### config.mk
export PLATFORM = sky130hd
export DESIGN_NAME = smc_divide
export DESIGN_NICKNAME = d
export VERILOG_FILES = /design/src/sv/smc_pkg.sv /design/src/sv/smc_divide.sv
export SDC_FILE = /design/constraint.sdc
export NUM_CORES = 2
export LEC_CHECK = 0
export ABC_CLOCK_PERIOD_IN_PS = 3850
export BUFFER_PORTS_ARGS = -buffer_cell sky130_fd_sc_hd__buf_2
export CAP_MARGIN = 40
export CORE_MARGIN = 1.5
export CORE_UTILIZATION = 60
export CTS_BUF_LIST = sky130_fd_sc_hd__clkbuf_8
export DETAILED_ROUTE_END_ITERATION = 16
export PLACE_DENSITY_LB_ADDON = 0.12
export SYNTH_ARGS = -nofsm -noshare
export SYNTH_HDL_FRONTEND = slang
export SYNTH_SLANG_ARGS = --single-unit
### constraint.sdc
create_clock -name aclk -period 3.85 [get_ports aclk]
set_input_delay 0.385 -clock aclk [delete_from_list [all_inputs] [get_ports aclk]]
set_output_delay 0.385 -clock aclk [all_outputs]
set_load 0.05 [all_outputs]
### src/sv/smc_pkg.sv
// ----------------------------------------------------------------------------
// smc_pkg: shared types and constants for the SSIM map combine block
// Field widths, register indexes, reset values and the structs that carry
// items between the front end, the divider and the output stage.
// ----------------------------------------------------------------------------
package smc_pkg;

    localparam int MEAN_W   = 16;
    localparam int MOMENT_W = 24;
    localparam int CONST_W  = 24;
    localparam int RES_W    = 16;
    localparam int CFG_ADDR_W = 8;

    // Exact signed products of the numerator and denominator factors.
    localparam int PROD_W = 54;
    // Unsigned width of the divider remainder and divisor.
    localparam int DIV_W  = 53;
    // Quotient bits produced by the long division.
    localparam int QUOT_W = 16;

    localparam int S_TDATA_W = 104;

    localparam logic [CFG_ADDR_W-1:0] REG_STAB_C1 = 8'd0;
    localparam logic [CFG_ADDR_W-1:0] REG_STAB_C2 = 8'd1;

    localparam logic [CONST_W-1:0] STAB_C1_RESET = 24'd1665;
    localparam logic [CONST_W-1:0] STAB_C2_RESET = 24'd14982;

    localparam logic [RES_W-1:0] ONE_Q15  = 16'd32768;
    localparam logic [RES_W-1:0] ZERO_Q15 = 16'd0;

    typedef struct packed {
        logic                     valid;
        logic signed [PROD_W-1:0] num;
        logic signed [PROD_W-1:0] den;
    } smc_frac_t;

    typedef struct packed {
        logic             valid;
        logic [RES_W-1:0] dissim;
        logic             degen;
    } smc_res_t;

endpackage

### src/sv/smc_divide.sv
// ----------------------------------------------------------------------------
// smc_divide: sign fix, special cases and pipelined long division
// Normalizes the denominator sign, sorts out the degenerate and clamped
// cases, then produces one quotient bit per stage and rounds to Q1.15.
// ----------------------------------------------------------------------------
module smc_divide (
    input  logic                aclk,
    input  logic                aresetn,
    input  logic                ce,
    input  smc_pkg::smc_frac_t  frac,
    output smc_pkg::smc_res_t   res
);
    import smc_pkg::*;

    logic                     s5_valid_reg;
    logic signed [PROD_W-1:0] s5_num_reg, s5_den_reg, s5_num_next, s5_den_next;
    logic                     s5_zero_reg, s5_zero_next;

    logic signed [PROD_W-1:0] diff;
    logic                     force_next, degen_next;
    logic [RES_W-1:0]         fval_next;

    logic                     valid_reg [0:QUOT_W];
    logic [DIV_W-1:0]         rem_reg   [0:QUOT_W];
    logic [DIV_W-1:0]         dv_reg    [0:QUOT_W];
    logic [QUOT_W-1:0]        q_reg     [0:QUOT_W];
    logic                     force_reg [0:QUOT_W];
    logic [RES_W-1:0]         fval_reg  [0:QUOT_W];
    logic                     degen_reg [0:QUOT_W];

    logic [QUOT_W:0]          q_round;
    logic [RES_W-1:0]         dissim_next;
    smc_res_t                 res_reg;

    always_comb begin
        s5_zero_next = (frac.den == '0);
        if (frac.den < 0) begin
            s5_num_next = -frac.num;
            s5_den_next = -frac.den;
        end else begin
            s5_num_next = frac.num;
            s5_den_next = frac.den;
        end
    end

    always_comb begin
        diff       = s5_den_reg - s5_num_reg;
        force_next = 1'b1;
        degen_next = 1'b0;
        fval_next  = ONE_Q15;
        if (s5_zero_reg) begin
            degen_next = 1'b1;
        end else if (s5_num_reg >= s5_den_reg) begin
            fval_next = ZERO_Q15;
        end else if (s5_num_reg <= 0) begin
            fval_next = ONE_Q15;
        end else begin
            force_next = 1'b0;
        end
    end

    always_ff @(posedge aclk) begin
        if (!aresetn) begin
            s5_valid_reg <= 1'b0;
            valid_reg[0] <= 1'b0;
        end else if (ce) begin
            s5_valid_reg <= frac.valid;
            valid_reg[0] <= s5_valid_reg;
        end
    end

    always_ff @(posedge aclk) begin
        if (ce) begin
            s5_num_reg   <= s5_num_next;
            s5_den_reg   <= s5_den_next;
            s5_zero_reg  <= s5_zero_next;
            rem_reg[0]   <= diff[DIV_W-1:0];
            dv_reg[0]    <= s5_den_reg[DIV_W-1:0];
            q_reg[0]     <= '0;
            force_reg[0] <= force_next;
            fval_reg[0]  <= fval_next;
            degen_reg[0] <= degen_next;
        end
    end

    for (genvar k = 1; k <= QUOT_W; k++) begin : g_step
        logic [DIV_W-1:0]  shifted;
        logic [DIV_W-1:0]  rem_next;
        logic              bit_next;

        always_comb begin
            shifted  = {rem_reg[k-1][DIV_W-2:0], 1'b0};
            bit_next = (shifted >= dv_reg[k-1]);
            rem_next = bit_next ? (shifted - dv_reg[k-1]) : shifted;
        end

        always_ff @(posedge aclk) begin
            if (!aresetn) begin
                valid_reg[k] <= 1'b0;
            end else if (ce) begin
                valid_reg[k] <= valid_reg[k-1];
            end
        end

        always_ff @(posedge aclk) begin
            if (ce) begin
                rem_reg[k]   <= rem_next;
                dv_reg[k]    <= dv_reg[k-1];
                q_reg[k]     <= {q_reg[k-1][QUOT_W-2:0], bit_next};
                force_reg[k] <= force_reg[k-1];
                fval_reg[k]  <= fval_reg[k-1];
                degen_reg[k] <= degen_reg[k-1];
            end
        end
    end

    always_comb begin
        q_round = {1'b0, q_reg[QUOT_W]} + {{QUOT_W{1'b0}}, 1'b1};
        if (force_reg[QUOT_W]) begin
            dissim_next = fval_reg[QUOT_W];
        end else if (q_round[QUOT_W:1] > ONE_Q15) begin
            dissim_next = ONE_Q15;
        end else begin
            dissim_next = q_round[QUOT_W:1];
        end
    end

    always_ff @(posedge aclk) begin
        if (!aresetn) begin
            res_reg.valid <= 1'b0;
        end else if (ce) begin
            res_reg.valid <= valid_reg[QUOT_W];
        end
        if (ce) begin
            res_reg.dissim <= dissim_next;
            res_reg.degen  <= degen_reg[QUOT_W];
        end
    end

    assign res = res_reg;

endmodule

==> results_dict.tcl <==
set metrics [dict create \
    status "finished, violations left" \
    violations "setup timing" \
    netlist_instances 11300 \
    critPathMaxFanout 9 \
    drtAntennaViolNets 0 \
    grt_antenna_before_repair 6 \
    synth-edff-count 2009 \
    finish.utilization 0.771 \
    dieArea_um2 206000 \
    track_usage 0.335 \
    cts_made_buffers 349 \
    ys_ff_latch 2012 \
    vias 99100 \
    avgSynthCellArea_um2 10.8 \
    syn_area_um2 122000 \
    synth_nets 12400 \
    hpwl_um 252000 \
    fp.dieH_um 453 \
    relSlewSlack 0.366 \
    ioPinCount 130 \
    die_x_um 453 \
    startpoint_type "flop" \
    worstPathRequired_ns 4.68 \
    dpl_worst_slack_ns -0.757 \
    clock_sinks 2012 \
    grt_first_pass_wirelength_um 535000 \
    setup_viol 295 \
    io_buffers 129 \
    tightest_slew_ns 0.928 \
    async_flop_share 0 \
    final_cells 16700 \
    peakVddDrop_uv 493 \
    synthFlopType "edfxtp_1" \
    drc 0 \
    via_per_inst 5.94 \
    totalPowerFinal_mw 131 \
    final.setup.worst_slack_ns -0.487 \
    n_fill_cell 12500 \
    p_leak_nw 68.1 \
    critPathKind "flop to flop" \
    design.core.area_um2 202000 \
    cp.arrival_ns 5.17 \
    clockBufferDepth 4 \
    firstDrtPassIters 9 \
    drt_iter0_markers 6487 \
    grt_max_degree 117 \
    crit_chain "ha_2 -> o21a_1 -> o31ai_2 -> buf_4 -> a2111oi_4 -> o211ai_1 -> nand4_1 -> buf_6 -> a311oi_2 -> buf_4 -> nor2_2 -> a211oi_2 -> o21ai_1 -> a221o_2 -> buf_12 -> buf_12 -> mux2_4" \
    cap_violations 0 \
    syn2layout_area_growth_pct 27.8 \
    ctsHtreeMaxLevel 5 \
    slowest_delay_ns 0.47 \
    yosysWarnings 0 \
    place_inst 15600 \
    cp-end-kind "flop" \
    clock.fmax_mhz 231 \
    grt_pass1_vias 102000 \
    clk_pin_slew_ns 0.06 \
    hold_path.class "input pin to flop" \
    start_util 0.603 \
    tritoncts "yes" \
    tns_ns -55.07 \
    cellPowerDensity_nw_per_um2 843 \
    rows 165 \
    drive_gt1_frac 0.269 \
    overflow 0 \
    yosysUniqueCellTypes 95 \
    gp_congestion 1.08 \
    fin_worst_skew_ns 0.0668 \
    crit_buf_inv 5 \
    synth_seq_area_share 0.496 \
    cp_slowest_cell "o211ai_1" \
    fin_crit_sh 1.13 \
    clk_latency_ns 1.13 \
    nets 14800 \
    largest_reg_flops 848 \
    cpLargestDelayFamily "compound AO/OA/AOI/OAI gates" \
    routed_wirelength_um 370000 \
    period_minus_slack_ns 4.34 \
    hold_viol_final 0 \
    clock_tree.root_cell "clkbuf_8" \
    drt-wirelength-per-cell_um 22.2 \
    rsz0062_at_grt "true" \
    finalMaxSlewViolations 0 \
]
-- layout by cell type (no fill, tap or decap), types with 69 or more instances in the layout --
cell           instances
nor2b_1              118
a31oi_1               77
o21ai_2               94
mux2_2               276
and3_1               114
nand2_1              659
a21oi_2               74
mux2_4               100
buf_12                77
inv_1               1230
buf_4               1894
clkbuf_8             360
a21o_1               558
o21bai_1             126
o21ai_0              483
edfxtp_1            2009
nor3_1                86
nand3_1              153
dlygate4sd3_1        192
xor2_1               327
a21oi_1              976
nor2_1               596
nand4_1              201
clkinv_1              69
ha_1                 899
o21a_1                98
xnor2_1              542
buf_2                125
nand2b_1             102
-- cell usage after synthesis (106+ instances only) --
cell | number | area, um2
clkbuf_1 | 298 | 1120
ha_1 | 955 | 11900
xnor2_1 | 542 | 4750
nand3_1 | 158 | 791
edfxtp_1 | 2009 | 60300
a21oi_1 | 1072 | 5370
o21bai_1 | 130 | 976
xor2_1 | 327 | 2860
mux2_2 | 376 | 4230
nand4_1 | 201 | 1260
o21ai_0 | 639 | 3200
and3_1 | 121 | 757
inv_1 | 1157 | 4340
nor2_1 | 658 | 2470
a21o_1 | 559 | 4200
nor2b_1 | 136 | 851
nand2_1 | 701 | 2630
nand2b_1 | 106 | 663
-- cell families after synthesis --
family                     after synthesis  share of synthesized area
DFF                                   2012                      0.496
adders and majority gates              971                      0.101
AOI/OAI and AO/OA                     3138                      0.161
and+or+nand+nor                       2433                     0.0966
xor gates and xnor gates               869                     0.0625
muxes                                  391                     0.0360
buffers and inverters                 1507                     0.0468
-- through the flow --
stage	hold WS (ns)	instance area (um2)
after global placement	0.400	139000
final	0.139	156000
after floorplan	0.400	122000
after detailed placement	0.405	139000
after CTS	0.0241	151000
after global routing	0.122	156000
-- layout make-up --
cell class | count | area, um2 | area share
Timing Repair Buffer | 2430 | 20700 | 0.133
Tap cell | 2672 | 3340 | 0.0215
Multi-Input combinational cell | 7803 | 60400 | 0.388
Clock buffer | 360 | 4950 | 0.0318
Sequential cell | 2012 | 60400 | 0.388
Inverter | 1157 | 4340 | 0.0279
Clock inverter | 242 | 1390 | 0.00894
Antenna cell | 16 | 40.0 | 0.000257
-- timing repair --
action | CTS | global route
setup buffers | 113 | 137
cloned | 36 | 30
resized for setup | 563 | 722
setup endpoints to repair | 796 | 788
hold buffers | 198 | 2
pin swaps | 223 | 298
endpoints found under the hold margin | 214 | 14
-- worst min-delay path, stage by stage --
cell and delay [ns]:
dlymetal6s4s_1 0.31, o21ai_0 0.19, xnor2_1 0.22
-- routing by layer --
layer,global-route usage,part of all wire,up-vias
met1,0.296,0.31,47100
li1,-,-,46300
met4,0.320,0.12,0
met5,0,0,-
met2,0.639,0.53,3949
met3,0.0478,0.044,1743
-- worst paths after layout --
kind,slack (ns),depth (start not counted),to,start
setup reg to reg,-0.49,17,rem_reg[0][540]$_DFFE_PP_,rem_reg[0][478]$_DFFE_PP_
hold / removal,0.14,3,s5_num_reg[10]$_DFFE_PP_,frac[63]
hold reg to reg,0.40,0,q_reg[0][165]$_DFFE_PP_,q_reg[0][148]$_DFFE_PP_
setup / recovery,-0.49,17,rem_reg[0][540]$_DFFE_PP_,rem_reg[0][478]$_DFFE_PP_
-- where the power goes --
part	total [mW]	leakage, nW	internal, mW	switching (mW)
registers	36.2	19.7	32.4	3.74
clock network	18.3	3.60	9.53	8.79
logic	76.6	44.8	36.8	39.9
Note: power is estimated with default switching activity, not from simulation.
