==> config.mk <==
export PLATFORM = sky130hd
export DESIGN_NAME = smc_skid
export DESIGN_NICKNAME = d
export VERILOG_FILES = /design/src/sv/smc_pkg.sv /design/src/sv/smc_skid.sv
export SDC_FILE = /design/constraint.sdc
export NUM_CORES = 1
export LEC_CHECK = 0
export BUFFER_PORTS_ARGS = -buffer_cell sky130_fd_sc_hd__buf_2
export CELL_PAD_IN_SITES_DETAIL_PLACEMENT = 0
export CELL_PAD_IN_SITES_GLOBAL_PLACEMENT = 2
export CORE_ASPECT_RATIO = 0.5
export CORE_MARGIN = 2
export CORE_UTILIZATION = 33
export CTS_BUF_LIST = sky130_fd_sc_hd__clkbuf_8 sky130_fd_sc_hd__clkbuf_16
export DETAILED_ROUTE_END_ITERATION = 8
export PLACE_DENSITY_LB_ADDON = 0.1
export SYNTH_ARGS = -nofsm -noshare
export SYNTH_HDL_FRONTEND = slang
export SYNTH_SLANG_ARGS = --single-unit
export TNS_END_PERCENT = 50
==> constraint.sdc <==
create_clock -name aclk -period 3.1 [get_ports aclk]
set_input_delay 0.775 -clock aclk [delete_from_list [all_inputs] [get_ports aclk]]
set_output_delay 0.775 -clock aclk [all_outputs]
set_load 0.005 [all_outputs]
==> src/sv/smc_pkg.sv <==
// ----------------------------------------------------------------------------
// smc_pkg: shared types and constants for the SSIM map combine block
// Field widths, register indexes, reset values and the structs that carry
// items between the front end, the divider and the output stage.
// ----------------------------------------------------------------------------
package smc_pkg;

    localparam int MEAN_W   = 16;
    localparam int MOMENT_W = 24;
    localparam int CONST_W  = 24;
    localparam int RES_W    = 16;
    localparam int CFG_ADDR_W = 8;

    // Exact signed products of the numerator and denominator factors.
    localparam int PROD_W = 54;
    // Unsigned width of the divider remainder and divisor.
    localparam int DIV_W  = 53;
    // Quotient bits produced by the long division.
    localparam int QUOT_W = 16;

    localparam int S_TDATA_W = 104;

    localparam logic [CFG_ADDR_W-1:0] REG_STAB_C1 = 8'd0;
    localparam logic [CFG_ADDR_W-1:0] REG_STAB_C2 = 8'd1;

    localparam logic [CONST_W-1:0] STAB_C1_RESET = 24'd1665;
    localparam logic [CONST_W-1:0] STAB_C2_RESET = 24'd14982;

    localparam logic [RES_W-1:0] ONE_Q15  = 16'd32768;
    localparam logic [RES_W-1:0] ZERO_Q15 = 16'd0;

    typedef struct packed {
        logic                     valid;
        logic signed [PROD_W-1:0] num;
        logic signed [PROD_W-1:0] den;
    } smc_frac_t;

    typedef struct packed {
        logic             valid;
        logic [RES_W-1:0] dissim;
        logic             degen;
    } smc_res_t;

endpackage

==> src/sv/smc_skid.sv <==
// ----------------------------------------------------------------------------
// smc_skid: output register with skid buffer
// Holds the result beat for the receiver and parks one more beat while the
// receiver stalls, so the pipeline enable comes straight from a register.
// ----------------------------------------------------------------------------
module smc_skid (
    input  logic                          aclk,
    input  logic                          aresetn,
    input  smc_pkg::smc_res_t             res,
    output logic                          ce,
    output logic                          m_tvalid,
    input  logic                          m_tready,
    output logic [smc_pkg::RES_W-1:0]     m_tdata,
    output logic                          m_tuser
);
    import smc_pkg::*;

    logic     out_valid_reg, out_valid_next;
    logic     skid_valid_reg, skid_valid_next;
    smc_res_t out_reg, out_next;
    smc_res_t skid_reg, skid_next;

    always_comb begin
        out_valid_next  = out_valid_reg;
        skid_valid_next = skid_valid_reg;
        out_next        = out_reg;
        skid_next       = skid_reg;
        if (!out_valid_reg || m_tready) begin
            if (skid_valid_reg) begin
                out_next        = skid_reg;
                out_valid_next  = 1'b1;
                skid_valid_next = 1'b0;
            end else begin
                out_next       = res;
                out_valid_next = res.valid;
            end
        end else if (res.valid && !skid_valid_reg) begin
            skid_next       = res;
            skid_valid_next = 1'b1;
        end
    end

    always_ff @(posedge aclk) begin
        if (!aresetn) begin
            out_valid_reg  <= 1'b0;
            skid_valid_reg <= 1'b0;
        end else begin
            out_valid_reg  <= out_valid_next;
            skid_valid_reg <= skid_valid_next;
        end
    end

    always_ff @(posedge aclk) begin
        out_reg  <= out_next;
        skid_reg <= skid_next;
    end

    assign ce       = !skid_valid_reg;
    assign m_tvalid = out_valid_reg;
    assign m_tdata  = out_reg.dissim;
    assign m_tuser  = out_reg.degen;

endmodule

==> results of run 1 <==
## metrics by stage
stage               util [%]  cell area [µm²]  std cells  hold slack, ns  worst slack, ns
floorplan                  -             1380         61           0.527          0.00330
global placement        41.6             1650        155           0.534             1.32
detailed placement      41.6             1650        155           0.535             1.29
CTS                     43.6             1730        162           0.550             1.52
global route            43.6             1730        162           0.557             1.49
finish                  43.6             1730        162           0.546             1.55
## cells by family after synthesis
kind of cell	share of synthesized area (%)
flops	76.7
buf+inv	1.90
compound gates	0.543
simple gates	2.35
mux	18.5
## cell type report
class	instances	area share, %
clock inverter	2	0.507
multi-input combinational	22	17.4
inverter	1	0.217
tap	54	3.91
clock buffer	5	3.98
timing repair buffer	42	12.6
sequential	36	61.4
## per-layer routing
metal | up-vias | GRT usage, %
li1 | 328 | -
met1 | 342 | 11.7
met2 | 21 | 16.2
met3 | 3 | 5.05
met4 | 0 | 4.29
met5 | - | 0
## worst paths after layout
check	to	slack, ns	depth (start not counted)	from
hold reg to reg	m_tdata[10]	0.55	1	skid_reg[11]
setup reg to reg	skid_reg[7]	1.78	3	skid_valid_reg
hold / removal	m_tdata[10]	0.55	1	skid_reg[11]
setup / recovery	m_tdata[11]	1.55	1	m_tdata[11]
## layout by cell type (no fill, tap or decap)
cell type	netlist	routed
inv_1	1	2
dfxtp_1	2	2
clkbuf_8	0	5
mux2_4	17	17
nor3b_2	1	2
a21boi_1	1	1
buf_2	0	39
nor2_2	1	1
edfxtp_1	34	34
nand2b_1	1	1
buf_4	0	3
clkinv_2	0	1
## power groups by stage
stage / logic [W] / registers (W) / clock network (W)
after floorplan: 0.0000313 / 0.000578 / 0
after global placement: 0.0000709 / 0.000574 / 0
after detailed placement: 0.0000742 / 0.000575 / 0
after CTS: 0.0000746 / 0.000564 / 0.000314
after global routing: 0.0000796 / 0.000566 / 0.000331
final: 0.0000724 / 0.000564 / 0.000297
==> metrics, run 1 <==
Max rail drop VDD=209 µV; Synth area leader=edfxtp_1; Reg power frac=60.4%; FP Rows=16; Top FF cell, synth=edfxtp_1; normalized max-slew margin=76.2%; crit-path leading delay family=flip-flops; synthesized area per cell=22.7 µm²; final setup TNS=0 ns; count leader, synth=edfxtp_1; WL met1=874 µm; die area=4760 µm²; Max Used Layer=met4; Worst-Skew Late Latency=0.28 ns; Slew @ Worst Pin=0.358 ns; worst path cell trace=buf_2; max incr delay on CP=0.36 ns; DR vias/cell=4.28; detailed-route via count=694; CP arrival=0.78 ns; routed len/inst=13.4 µm; Clock Skew=0.00569 ns; register area share after synthesis=76.7%; H-tree depth=2; Fmax=644 MHz; Tot GR Track Use=10.2%; CTS tree=built; Final Hold Viols=0; Netlist cell types=10; Yosys reg bits=36; Combinational Power Share=7.8%; Seq. cell area=1060 µm²; vias in the first global route=711; RSZ-0062 raised after global routing=false; Die X-Extent=95.5 µm; Async SR Flop Fraction=0%; met3 wire len=155 µm; clock buffer depth=2; Final period util=50.1%; Starting Density=34.9%; top cells by area, synth=edfxtp_1 74%, mux2_4 18%, dfxtp_1 2.9%, buf_6 1.6%, nor3b_2 0.90%; Synth Warn #=0; synth cell count leaders=34 x edfxtp_1, 17 x mux2_4, 2 x buf_6, 2 x dfxtp_1; area share of the largest cell type after synthesis=73.8%; final setup violation count=0; Starting DRT DRC Count=31; share of layout cells above drive strength 1=63.0%; hold_buf cts=0; Final Slew Violations=0; CP max FO=1; area of the multi-input gates=300 µm²; power per cell area=540 nW/µm²; area growth from synthesis to layout=25.0%; Nets=129; Die Y=49.8 µm; crit path capture type=output pin; Internal=0.000750 W; drc violations=0; total grt overflow=0; antenna cells=0; First-pass DRT Iterations=2; Mapped Area=1380 µm²; required time of the critical path=2.32 ns; shortest period the worst path allows=1.55 ns; Routed Antenna Nets=0; clk root buf=clkbuf_8; global-route wire length before repair=3.39 mm; Layout fillers=376; largest net degree at the start of global routing=20; final wirelength=2.16 mm; overall power=0.000933 W; Synth Instances=61; result of the run=completed; clock transition at the registers of the reported paths=0.07 ns; IO Port Bufs=39; Clk network pwr share=31.8%; initial antenna violation count=0; max-cap check violation count=0; Net Switching=0.000183 W; Leak=0.690 nW; Core ar.=3960 µm²; IO Pins=40; Hold Crit Class=reg -> reg; CTS Sinks=36; clock buffer count from CTS=5; postcts setup bufs=0; max reg flops=17; syn_nets=82; routability cong.=0.693; number of synthesized flops with an enable pin=34; Resized Gates After CTS=0; worst path bufs/invs=1; slowest library cell on the worst path=edfxtp_1; kind of critical path=reg -> out; Switching Fraction=19.6%; CP startpoint kind=register; WL met2=1.12 mm
No activity file was read; power rests on OpenSTA's default activity.
==> run 2, diff against run 1 <==
==> constraint.sdc (replaced) <==
create_clock -name aclk -period 1.3 [get_ports aclk]
set_input_delay 0.325 -clock aclk [delete_from_list [all_inputs] [get_ports aclk]]
set_output_delay 0.325 -clock aclk [all_outputs]
set_load 0.005 [all_outputs]
==> metrics, run 2 (same netlist as run 1, synthesis figures left out) <==
result of the run=completed; Tot GR Track Use=9.99%; share of layout cells above drive strength 1=66.4%; H-tree depth=2; Layout fillers=361; Starting DRT DRC Count=17; Starting Density=34.9%; detailed-route via count=710; Hold Crit Class=in -> reg; CTS Sinks=36; CP arrival=0.91 ns; normalized max-slew margin=83.1%; Final Slew Violations=0; DR vias/cell=4.25; IO Port Bufs=39; final instance area=1820 µm²; CTS tree=built; Nets=134; Routed Antenna Nets=0; initial antenna violation count=0; clock transition at the registers of the reported paths=0.07 ns; worst path bufs/invs=3; R2R Setup Slk=0.08 ns; First-pass DRT Iterations=3; crit path capture type=output pin; Final Hold Viols=0; slowest library cell on the worst path=dfxtp_4; antenna cells=0; area growth from synthesis to layout=31.7%; Fmax=810 MHz; Clock Skew=0.00358 ns; final wirelength=2.09 mm; CP startpoint kind=register; max-cap check violation count=0; HPWL Detailed=1.51 mm; FP Rows=16; commonest non-fill, non-tap cells in the layout=39 x buf_2, 34 x edfxtp_1, 17 x mux2_4, 5 x clkbuf_8, 5 x buf_4; hold_buf cts=0; RSZ-0062 raised after global routing=false; clock buffer count from CTS=5; drc violations=0; shortest period the worst path allows=1.23 ns; global-route wire length before repair=3.43 mm; clk root buf=clkbuf_8; max reg flops=17; Max rail drop VDD=736 µV; total grt overflow=0; Worst-Skew Late Latency=0.27 ns; Seq. cell area=1060 µm²; Final period util=94.9%; Post-Place Cell Area=1720 µm²; IO Pins=40; clock buffer depth=2; required time of the critical path=0.98 ns; Slew @ Worst Pin=0.254 ns; routability cong.=0.635; routed len/inst=12.5 µm; kind of critical path=reg -> out; largest net degree at the start of global routing=20; most common cell after layout, fill and taps aside=buf_2; die area=4760 µm²; Die Y=49.8 µm; power per cell area=1230 nW/µm²; final setup violation count=0; Util after Layout=45.9%; area of the multi-input gates=314 µm²; max incr delay on CP=0.37 ns; Leak=0.733 nW; CP max FO=6; overall power=0.00224 W; Core ar.=3960 µm²; crit-path leading delay family=flip-flops; Die X-Extent=95.5 µm; worst path cell trace=buf_12 -> inv_1 -> buf_2; vias in the first global route=765
==> run 2: changes by cell type in the layout (fill, tap and decap cells not counted), sizes merged <==
cell / before / now
buf: 42 / 47
==> run 2: worst paths after layout <==
path | end | cells past startpoint | start
max | ce | 3 | skid_valid_reg
min | skid_reg[13] | 1 | res[13]
max reg2reg | skid_reg[10] | 3 | skid_valid_reg
min reg2reg | m_tdata[3] | 1 | skid_reg[4]
==> run 2: worst register-to-register path, delay by kind of cell, from the launching register on <==
kind          cells  cell delay (ns)
flops             1             0.36
buf+inv           2             0.32
simple gates      1             0.26
==> run 2: what timing repair did <==
item / in CTS / in global routing
setup endpoints to repair: 1 / 1
gates resized for setup: 1 / 1
buffers inserted: 3 / 0
==> run 2: final cells by class <==
| type | instances | area share [%] |
|---|---|---|
| sequential | 36 | 58.5 |
| multi-input combinational | 22 | 17.3 |
| clock inverter | 2 | 0.481 |
| tap | 54 | 3.71 |
| clock buffer | 5 | 3.78 |
| timing repair buffer | 47 | 16.1 |
| inverter | 1 | 0.206 |
==> run 2: report_power, final <==
| part | internal (W) | total [W] | leakage (nW) | switching, W |
|---|---|---|---|---|
| logic | 0.000114 | 0.000185 | 0.339 | 0.0000714 |
| clock network | 0.000356 | 0.000710 | 0.0452 | 0.000354 |
| registers | 0.00133 | 0.00135 | 0.348 | 0.0000145 |
| total | 0.00180 | 0.00224 | 0.733 | 0.000440 |
==> run 2: per-layer routing <==
layer  up-vias  global-route usage [%]  part of all wire, %  routed length (µm)
met2        19                    17.2                   54                1140
met4         0                    3.57                    0                   0
met3         0                    5.20                  7.1                 149
met1       351                    10.4                   38                 805
li1        340                       -                    -                   -
met5         -                       0                    0                   0
==> run 2: through the flow <==
step	setup WS (ns)	std cells	setup TNS [ns]	hold WS, ns
after CTS	0.0372	167	0	0.225
after floorplan	-0.206	61	-3.51	0.424
after global placement	0.0198	157	0	0.519
after detailed placement	0.00293	157	0	0.521
final	0.0658	167	0	0.238
after global routing	0.0149	167	0	0.217
